## config.mk

```make
export PLATFORM = sky130hd
export DESIGN_NAME = sha256_stream_hasher
export DESIGN_NICKNAME = d
export VERILOG_FILES = /design/src/hdl/sha_pkg.sv /design/src/hdl/sha256_stream_hasher.sv /design/src/hdl/sha_queue.sv /design/src/hdl/sha_core.sv
export VERILOG_INCLUDE_DIRS = /design/src /design/src/hdl
export SDC_FILE = /design/constraint.sdc
export NUM_CORES = 2
export LEC_CHECK = 0
export BUFFER_PORTS_ARGS = -buffer_cell sky130_fd_sc_hd__buf_4
export CORE_MARGIN = 3
export CORE_UTILIZATION = 35
export DETAILED_ROUTE_END_ITERATION = 8
export GPL_ROUTABILITY_DRIVEN = 0
export PLACE_DENSITY = 0.6
export REMOVE_ABC_BUFFERS = 1
export SLEW_MARGIN = 30
export SYNTH_ARGS = -nofsm -noshare
export SYNTH_HDL_FRONTEND = slang
export SYNTH_SLANG_ARGS = --single-unit
```

## constraint.sdc

```tcl
create_clock -name clk -period 26.9 [get_ports clk]
set_input_delay 5.38 -clock clk [delete_from_list [all_inputs] [get_ports clk]]
set_output_delay 5.38 -clock clk [all_outputs]
set_load 0.02 [all_outputs]
```

## src/hdl/sha256_stream_hasher_defines.svh

```systemverilog
// Assertion macros for the hasher.
`ifndef SHA256_STREAM_HASHER_DEFINES_SVH
`define SHA256_STREAM_HASHER_DEFINES_SVH
`ifndef SYNTHESIS
`define SHA_ASSERT_IMP(label, clk, rst, a, c) \
  label: assert property (@(posedge clk) disable iff (rst) (a) |-> (c)) \
    else $error("assertion failed");
`define SHA_ASSERT_NEXT(label, clk, rst, a, c) \
  label: assert property (@(posedge clk) disable iff (rst) (a) |=> (c)) \
    else $error("assertion failed");
`else
`define SHA_ASSERT_IMP(label, clk, rst, a, c)
`define SHA_ASSERT_NEXT(label, clk, rst, a, c)
`endif
`endif

```

## src/hdl/sha_pkg.sv

```systemverilog
package sha_pkg;

  typedef logic [31:0] word_t;

  localparam int QueueDepth = 4;

  typedef struct packed {
    logic       op;
    logic [7:0] data_byte;
  } item_t;

  localparam word_t Init [8] = '{
    32'h6a09e667, 32'hbb67ae85, 32'h3c6ef372, 32'ha54ff53a,
    32'h510e527f, 32'h9b05688c, 32'h1f83d9ab, 32'h5be0cd19
  };

  localparam word_t RoundK [64] = '{
    32'h428a2f98, 32'h71374491, 32'hb5c0fbcf, 32'he9b5dba5,
    32'h3956c25b, 32'h59f111f1, 32'h923f82a4, 32'hab1c5ed5,
    32'hd807aa98, 32'h12835b01, 32'h243185be, 32'h550c7dc3,
    32'h72be5d74, 32'h80deb1fe, 32'h9bdc06a7, 32'hc19bf174,
    32'he49b69c1, 32'hefbe4786, 32'h0fc19dc6, 32'h240ca1cc,
    32'h2de92c6f, 32'h4a7484aa, 32'h5cb0a9dc, 32'h76f988da,
    32'h983e5152, 32'ha831c66d, 32'hb00327c8, 32'hbf597fc7,
    32'hc6e00bf3, 32'hd5a79147, 32'h06ca6351, 32'h14292967,
    32'h27b70a85, 32'h2e1b2138, 32'h4d2c6dfc, 32'h53380d13,
    32'h650a7354, 32'h766a0abb, 32'h81c2c92e, 32'h92722c85,
    32'ha2bfe8a1, 32'ha81a664b, 32'hc24b8b70, 32'hc76c51a3,
    32'hd192e819, 32'hd6990624, 32'hf40e3585, 32'h106aa070,
    32'h19a4c116, 32'h1e376c08, 32'h2748774c, 32'h34b0bcb5,
    32'h391c0cb3, 32'h4ed8aa4a, 32'h5b9cca4f, 32'h682e6ff3,
    32'h748f82ee, 32'h78a5636f, 32'h84c87814, 32'h8cc70208,
    32'h90befffa, 32'ha4506ceb, 32'hbef9a3f7, 32'hc67178f2
  };

  function automatic word_t rotr(word_t x, int unsigned n);
    return (x >> n) | (x << (32 - n));
  endfunction

endpackage

```

## src/hdl/sha256_stream_hasher.sv

```systemverilog
// Absorb word: a queued byte is taken in S_TAKE; every 64th byte starts a compression (64 rounds).
// Finish: the 0x80 byte and zero padding fill the block, then a compression; if the length
// does not fit, a full pad block and a second compression follow,
// then 8 digest words, one per cycle while m_axis_tready is high.
// Sustained rate is set by the single round unit; intake stalls during compression.
// Synchronous active-high rst restores the initial hash and clears counts.
`include "sha256_stream_hasher_defines.svh"
module sha256_stream_hasher (
  input  logic        clk,
  input  logic        rst,
  input  logic        s_axis_tvalid,
  output logic        s_axis_tready,
  input  logic [7:0]  s_axis_tdata,   // data_byte
  input  logic        s_axis_tuser,   // op
  output logic        m_axis_tvalid,
  input  logic        m_axis_tready,
  output logic [31:0] m_axis_tdata,   // digest_word
  output logic [2:0]  m_axis_tuser,   // word_index
  output logic        m_axis_tlast    // last
);
  sha_pkg::item_t in_item, q_item;
  logic           q_valid, q_ready;

  assign in_item.op        = s_axis_tuser;
  assign in_item.data_byte = s_axis_tdata;

  sha_queue u_queue (
    .clk, .rst,
    .wr_valid (s_axis_tvalid), .wr_ready (s_axis_tready), .wr_item (in_item),
    .rd_valid (q_valid), .rd_ready (q_ready), .rd_item (q_item)
  );

  sha_core u_core (
    .clk, .rst,
    .item_valid (q_valid), .item_ready (q_ready), .item (q_item),
    .out_valid (m_axis_tvalid), .out_ready (m_axis_tready),
    .out_word (m_axis_tdata), .out_index (m_axis_tuser), .out_last (m_axis_tlast)
  );

  `SHA_ASSERT_IMP(a_last_idx, clk, rst, m_axis_tvalid && m_axis_tlast, m_axis_tuser == 3'd7)
  `SHA_ASSERT_NEXT(a_out_hold, clk, rst, m_axis_tvalid && !m_axis_tready, m_axis_tvalid)
  `SHA_ASSERT_IMP(a_no_take, clk, rst, m_axis_tvalid, !q_ready)
endmodule

```

## src/hdl/sha_queue.sv

```systemverilog
module sha_queue (
  input  logic           clk,
  input  logic           rst,
  input  logic           wr_valid,
  output logic           wr_ready,
  input  sha_pkg::item_t wr_item,
  output logic           rd_valid,
  input  logic           rd_ready,
  output sha_pkg::item_t rd_item
);
  localparam int AW = $clog2(sha_pkg::QueueDepth);

  sha_pkg::item_t   slots [sha_pkg::QueueDepth];
  logic [AW-1:0]    wptr;
  logic [AW-1:0]    rptr;
  logic [AW:0]      count;
  logic             push;
  logic             pop;

  assign wr_ready = (count != AW'(0) + (AW+1)'(sha_pkg::QueueDepth));
  assign rd_valid = (count != '0);
  assign rd_item  = slots[rptr];
  assign push     = wr_valid && wr_ready;
  assign pop      = rd_valid && rd_ready;

  always_ff @(posedge clk) begin
    if (push) begin
      slots[wptr] <= wr_item;
    end
    if (rst) begin
      wptr  <= '0;
      rptr  <= '0;
      count <= '0;
    end else begin
      if (push) wptr <= wptr + 1'b1;
      if (pop)  rptr <= rptr + 1'b1;
      count <= count + (AW+1)'(push) - (AW+1)'(pop);
    end
  end
endmodule

```

## src/hdl/sha_core.sv

```systemverilog
// Back end: packs bytes, pads, runs one round a cycle, emits the digest.
module sha_core (
  input  logic           clk,
  input  logic           rst,
  input  logic           item_valid,
  output logic           item_ready,
  input  sha_pkg::item_t item,
  output logic           out_valid,
  input  logic           out_ready,
  output logic [31:0]    out_word,
  output logic [2:0]     out_index,
  output logic           out_last
);
  typedef enum logic [2:0] {
    S_TAKE, S_PAD, S_INIT, S_ROUND, S_FOLD, S_EMIT
  } state_t;

  state_t         state;
  sha_pkg::word_t chain [8];
  sha_pkg::word_t v     [8];
  sha_pkg::word_t w     [16];
  logic [5:0]     fill;
  logic [63:0]    bits;
  logic [5:0]     rnd;
  logic           finishing;
  logic           final_block;
  logic [2:0]     idx;
  logic [63:0]    len_bits;

  // byte entering the current word slot
  logic [7:0]     in_byte;
  sha_pkg::word_t wnew, s0, s1, t1, t2;

  assign len_bits   = bits;
  assign item_ready = (state == S_TAKE);

  always_comb begin
    if (state == S_PAD) begin
      if (fill >= 6'd56 && final_block) begin
        in_byte = len_bits[8'(8'd63 - {fill[2:0], 3'b0}) -: 8];
      end else begin
        in_byte = 8'h00;
      end
    end else if (item.op) begin
      in_byte = 8'h80;
    end else begin
      in_byte = item.data_byte;
    end
  end

  always_comb begin
    s0 = sha_pkg::rotr(w[1], 7) ^ sha_pkg::rotr(w[1], 18) ^ (w[1] >> 3);
    s1 = sha_pkg::rotr(w[14], 17) ^ sha_pkg::rotr(w[14], 19) ^ (w[14] >> 10);
    wnew = (rnd < 6'd16) ? w[0] : (w[0] + s0 + w[9] + s1);
    t1 = v[7] + (sha_pkg::rotr(v[4], 6) ^ sha_pkg::rotr(v[4], 11) ^ sha_pkg::rotr(v[4], 25))
       + ((v[4] & v[5]) ^ (~v[4] & v[6])) + sha_pkg::RoundK[rnd] + wnew;
    t2 = (sha_pkg::rotr(v[0], 2) ^ sha_pkg::rotr(v[0], 13) ^ sha_pkg::rotr(v[0], 22))
       + ((v[0] & v[1]) ^ (v[0] & v[2]) ^ (v[1] & v[2]));
  end

  assign out_valid = (state == S_EMIT);
  assign out_word  = chain[idx];
  assign out_index = idx;
  assign out_last  = (idx == 3'd7);

  always_ff @(posedge clk) begin
    if (rst) begin
      state     <= S_TAKE;
      fill      <= '0;
      bits      <= '0;
      finishing <= 1'b0;
      final_block <= 1'b0;
      rnd       <= '0;
      idx       <= '0;
      for (int j = 0; j < 8; j++) chain[j] <= sha_pkg::Init[j];
    end else begin
      unique case (state)
        S_TAKE: begin
          if (item_valid) begin
            // schedule buffer shifts one byte into the low end of w[fill/4]
            w[fill[5:2]] <= {w[fill[5:2]][23:0], in_byte};
            fill <= fill + 6'd1;
            if (item.op) begin
              finishing   <= 1'b1;
              // length fits when the 0x80 byte lands at or below byte 55
              final_block <= (fill < 6'd56);
              state       <= (fill == 6'd63) ? S_INIT : S_PAD;
            end else begin
              bits <= bits + 64'd8;
              if (fill == 6'd63) state <= S_INIT;
            end
          end
        end
        S_PAD: begin
          w[fill[5:2]] <= {w[fill[5:2]][23:0], in_byte};
          fill <= fill + 6'd1;
          if (fill == 6'd63) state <= S_INIT;
        end
        S_INIT: begin
          for (int j = 0; j < 8; j++) v[j] <= chain[j];
          rnd   <= '0;
          state <= S_ROUND;
        end
        S_ROUND: begin
          for (int j = 0; j < 15; j++) w[j] <= w[j+1];
          w[15] <= wnew;
          v[7] <= v[6]; v[6] <= v[5]; v[5] <= v[4]; v[4] <= v[3] + t1;
          v[3] <= v[2]; v[2] <= v[1]; v[1] <= v[0]; v[0] <= t1 + t2;
          rnd <= rnd + 6'd1;
          if (rnd == 6'd63) state <= S_FOLD;
        end
        S_FOLD: begin
          for (int j = 0; j < 8; j++) chain[j] <= chain[j] + v[j];
          if (!finishing) begin
            state <= S_TAKE;
          end else if (final_block) begin
            idx   <= '0;
            state <= S_EMIT;
          end else begin
            final_block <= 1'b1;
            state       <= S_PAD;
          end
        end
        S_EMIT: begin
          if (out_ready) begin
            idx <= idx + 3'd1;
            if (idx == 3'd7) begin
              for (int j = 0; j < 8; j++) chain[j] <= sha_pkg::Init[j];
              bits      <= '0;
              fill      <= '0;
              finishing <= 1'b0;
              state     <= S_TAKE;
            end
          end
        end
        default: state <= S_TAKE;
      endcase
    end
  end
endmodule

```

### Word-level counts from Yosys, hierarchy flattened

Memory sizes are Yosys's and may differ from the RTL's. A register that Yosys moved wholly into a read port is not among the register bits.
Cells that the tools add are included.

* output and inout port bits: 38
* bits in registers: 91
* memory bits (writable): 1060
* bits in read-only memories: 2048
* memories: 5

* bitwise gates (word level): 53
* add/sub/neg operators: 27
* reduce and logical (&&, ||, !) cells: 17
* shifts and indexed selects: 1
* order comparisons: 4
* equality and inequality tests: 17
* multiplexer cells: 98

Memory list
* (name not given): depth 64, width 32, rd ports 1, clocked after Yosys merged registers in 0, wr ports 0, RTL line sha_core.sv:56 `+ ((v[4] & v[5]) ^ (~v[4] & v[6])) + sha_pkg::RoundK[rnd] + wnew;`
* u_core.w: depth 16, width 32, rd ports 17, clocked after Yosys merged registers in 1, wr ports 16, RTL line sha_core.sv:21 `sha_pkg::word_t w [16];`
* u_core.chain: depth 8, width 32, rd ports 9, clocked after Yosys merged registers in 1, wr ports 8, RTL line sha_core.sv:19 `sha_pkg::word_t chain [8];`
* u_core.v: depth 8, width 32, rd ports 8, clocked after Yosys merged registers in 0, wr ports 8, RTL line sha_core.sv:20 `sha_pkg::word_t v [8];`
* u_queue.slots: depth 4, width 9, rd ports 1, clocked after Yosys merged registers in 1, wr ports 1, RTL line sha_queue.sv:13 `sha_pkg::item_t slots [sha_pkg::QueueDepth];`

Operators with widths (count)
* two-way mux 32 bit: 29
* adder 32 bit: 18
* XOR 32 bit: 9
* two-way mux 64 bit: 4
* AND 32 bit: 5
* one-hot mux 64 bit (2 select lines): 1
* indexed part select 71 x 9 -> 8 bit: 1
* adder 64 x 4 -> 64 bit (second input constant): 1
* two-way mux 3 bit: 13
* two-way mux 1 bit: 33
* NOT 32 bit: 1
* OR 10 x 32 -> 32 bit: 1
* OR 13 x 32 -> 32 bit: 1
* OR 14 x 32 -> 32 bit: 1
* OR 15 x 32 -> 32 bit: 1
* OR 19 x 32 -> 32 bit: 1
* OR 21 x 32 -> 32 bit: 1
* OR 25 x 32 -> 32 bit: 1
* OR 26 x 32 -> 32 bit: 1
* OR 30 x 32 -> 32 bit: 1
* OR 7 x 32 -> 32 bit: 1
* OR reduction 32 bit: 1
* XOR 32 x 22 -> 32 bit: 1
* XOR 32 x 29 -> 32 bit: 1
* other kinds (34): 89

### Longest topological paths before layout

An unclocked memory read counts as a cell.

* depth in word-level cells: 11
* depth in mapped cells: 44

### By module

A second synthesis with hierarchy kept.

* cell total of the unflattened synthesis: 8000
* area total of the unflattened synthesis: 77775.8 µm²

Modules (own cells, without submodules)
* sha_core: instances 1, sequential area each 31230.0 µm², area an instance 75970.4 µm², cells an instance 7904
* sha_queue: instances 1, sequential area each 1261.2 µm², area an instance 1805.5 µm², cells an instance 96

### Worst setup path after synthesis

No wires, ideal clock.

* path type: input to register
* from: in rst
* to: mem u_core.v[0][0] (netlist bit) (enable)
* path slack: 9.489 ns
* stages: 4
* required time: 26.021 ns
* arrival: 16.532 ns
* path through: buf_6 > clkbuf_1 > buf_1 > nor2_1

RTL lines
* start, declared: RTL line sha256_stream_hasher.sv:10 `input logic rst,`
* end, declared: RTL line sha_core.sv:20

==> flow_summary.ini <==
[outcome]
outcome = finished, violations left
violations = design-rule violations

[synth]
synth_edf_count = 932
synthArstFlopShare = 0
synthAdderAreaFrac = 0.119
yosysUniqueCellTypes = 101
synth_seq_cells = 1157
yosys-mux-area-fraction = 0.0756
yosys.area_share.simple = 0.155
synth-seq-area-share = 0.417
synthXorXnorAreaFrac = 0.0678
synth_top_family_by_area = simple AND/OR/NAND/NOR gates
synthFlopType = edfxtp_1
synth-compound-area-share = 0.125
avgSynthCellArea_um2 = 9.82
synthesis.area_mm2 = 0.0779
synthCells = 7930
yosys_warnings = 0

[global_route]
busiest_layer = met2
antenna_found_initial = 8
grt_pass1_vias = 58100
grt_max_degree = 114
grt.overflow.total = 0
use_met2 = 0.330
grt_first_pass_wirelength_um = 368000
track_usage = 0.210
grt_util_met3 = 0.0289
use_met1 = 0.290

[layout]
fillers = 21600
final_nets = 8416
finalCoreUtilization = 0.389
final_cell_count_no_fill = 10900
drive_gt1_frac = 0.0869
syn_to_final_growth_pct = 10.2

[pwr]
total_power_mw = 7.09
leakage_nw = 33.0
power.density_mw_per_mm2 = 82.6
vdd_ir_drop_max_mv = 0.0626

[timing]
hold_viol = 0
slew_headroom = 0.324
worstMarginPinSlew_ns = 1.00
final.setup.tns_ns = 0
grt_setup_unrepaired = no
maxSlewViolCount = 0
worst_slack_ns = 16.01
setup_viol = 0
max_freq_ghz = 0.0918
period_share = 0.405
skew_ns = 0.0307
period_needed_ns = 10.89

[clock_tree]
ctsHoldBuffers = 0
post_cts_resized = 0
clk-insertion-delay-late_ns = 0.79
cts_tree = done
clock-sinks = 1157
cts-root-buf = clkbuf_16
cts_inserted_buffers = 132
path_clk_slew_ns = 0.06
clockBufferDepth = 3
htreeDepth = 4
cts_setup_buffers = 0

[placement]
io_buffers = 50
placed_cells = 10600
post-dp-hpwl_um = 177000
pre_cts_ws_ns = 16.10

[setup_path]
cp_top_family = compound AO/OA/AOI/OAI gates
cp-start-kind = flop
crit_arrival_ns = 11.38
r2r_slack_ns = 16.01
path_common_cell = a21oi_1
worstPathMaxFanout = 18
worstPathRequired_ns = 27.39
path_buf_inv = 4
end_kind = flop
cp_slowest_cell = ha_1
criticalPathCategory = reg -> reg
max_stage_delay_ns = 0.88

[floorplanning]
std_cell_rows = 172
die_y_um = 478
ios = 51
die_x_um = 478
initial_core_util = 0.353
coreArea_mm2 = 0.220
dieArea_mm2 = 0.228

[drt]
remaining_drc_errors = 2
drt_first_pass_iters = 9
num_vias = 60400
drt_iter0_drc = 6350
wl_per_cell_um = 22.6
wirelength_um = 245000
avgViaCountPerCell = 5.56
ant_nets = 0

[hold_path]
hp-class = reg -> reg

[run]
maxCapViolCount = 0
## tightest hold or removal path, delay by kind of cell, from the launching register on
family	cells	cell delay, ns
AO/OA/AOI/OAI	1	0.07
AND/OR/NAND/NOR	1	0.06
flip-flops	1	0.33
## path summary, 6_finish.rpt
kind | startpoint | to | depth (start not counted)
max reg2reg | u_core.rnd[1] | u_core.v[0][25] | 36
min | u_core.out_index[1] | flop | 2
max | u_core.rnd[1] | u_core.v[0][25] | 36
min reg2reg | u_core.out_index[1] | flop | 2
## cell usage after synthesis, drive strengths merged, types with 62 or more instances
library cell,number,area (um2)
xnor2,374,3280
o21ai,403,2020
a21o,229,1730
fa,198,3960
xor2,226,1980
clkbuf,353,1340
nand3,121,606
nor3,111,567
nand2,1925,7230
mux2i,63,631
inv,402,1510
nor2,382,1440
o21a,62,465
ha,412,5150
edfxtp,932,28000
dfxtp,225,4500
a21oi,429,2150
mux4,213,4800
nand2b,70,438
## routing by layer
metal  vias to the layer above  share of wire
met2                      2550           0.45
met4                         2          0.046
met1                     29700           0.43
met3                       456          0.073
met5                         -       0.000053
li1                      27700              -
## cell families after synthesis
kind of cell / after synthesis
simple gates: 2869
fa+ha+maj: 628
xor+xnor: 601
buf+inv: 813
flops: 1157
mux: 317
compound gates: 1545
## cells in the final DEF, fill, tap and decap left out, types with 41 or more instances in the layout
cell       count
o21ai_0      348
xnor2_1      374
nor2b_1       44
mux2i_1       63
a31oi_1       52
fa_1         198
mux4_2       213
nor3_1       109
dfxtp_1      215
edfxtp_1     932
o21bai_1      53
ha_1         412
a21oi_1      429
nand2_1     1924
o211ai_1      50
a211oi_1      56
a21o_1       226
nand3_1      121
nand2b_1      70
nor2_1       375
buf_4        132
xor2_1       226
mux2_2        41
or3_1         42
clkbuf_16    137
o21a_1        62
inv_1        398
## state kept, by name, summed over array words and instances (netlist names), named ones only
signal,flops
u_queue.count,3
u_core.w,512
u_core.bits,61
u_core.v,256
u_core.rnd,6
u_core.fill,6
u_queue.rptr,2
u_core.finishing,1
u_core.chain,256
u_core.state,3
u_core.out_index,3
u_queue.wptr,2
u_queue.slots,36
u_core.final_block,1
## metrics by stage
stage	hold WS [ns]	cell area, um2
final	0.495	85800
after global routing	0.515	85800
after CTS	0.494	85700
after detailed placement	0.483	81300
after global placement	0.477	81300
after floorplan	0.454	76300
## area by class of cell
type	count	area (um2)	area share
multi-input combinational	5960	42500	0.496
sequential	1157	32500	0.379
tap	2958	3700	0.0432
clock buffer	168	3580	0.0418
inverter	403	1520	0.0177
timing repair buffer	139	1090	0.0128
clock inverter	71	845	0.00985
antenna	2	5.00	0.0000584
## where the power goes
group          switching (mW)  total, mW  internal, mW
Clock                   0.781       1.88          1.10
Combinational            1.86       3.08          1.21
Sequential             0.0530       2.13          2.07
Total                    2.70       7.09          4.39
Power figures use the tool's default switching activity.
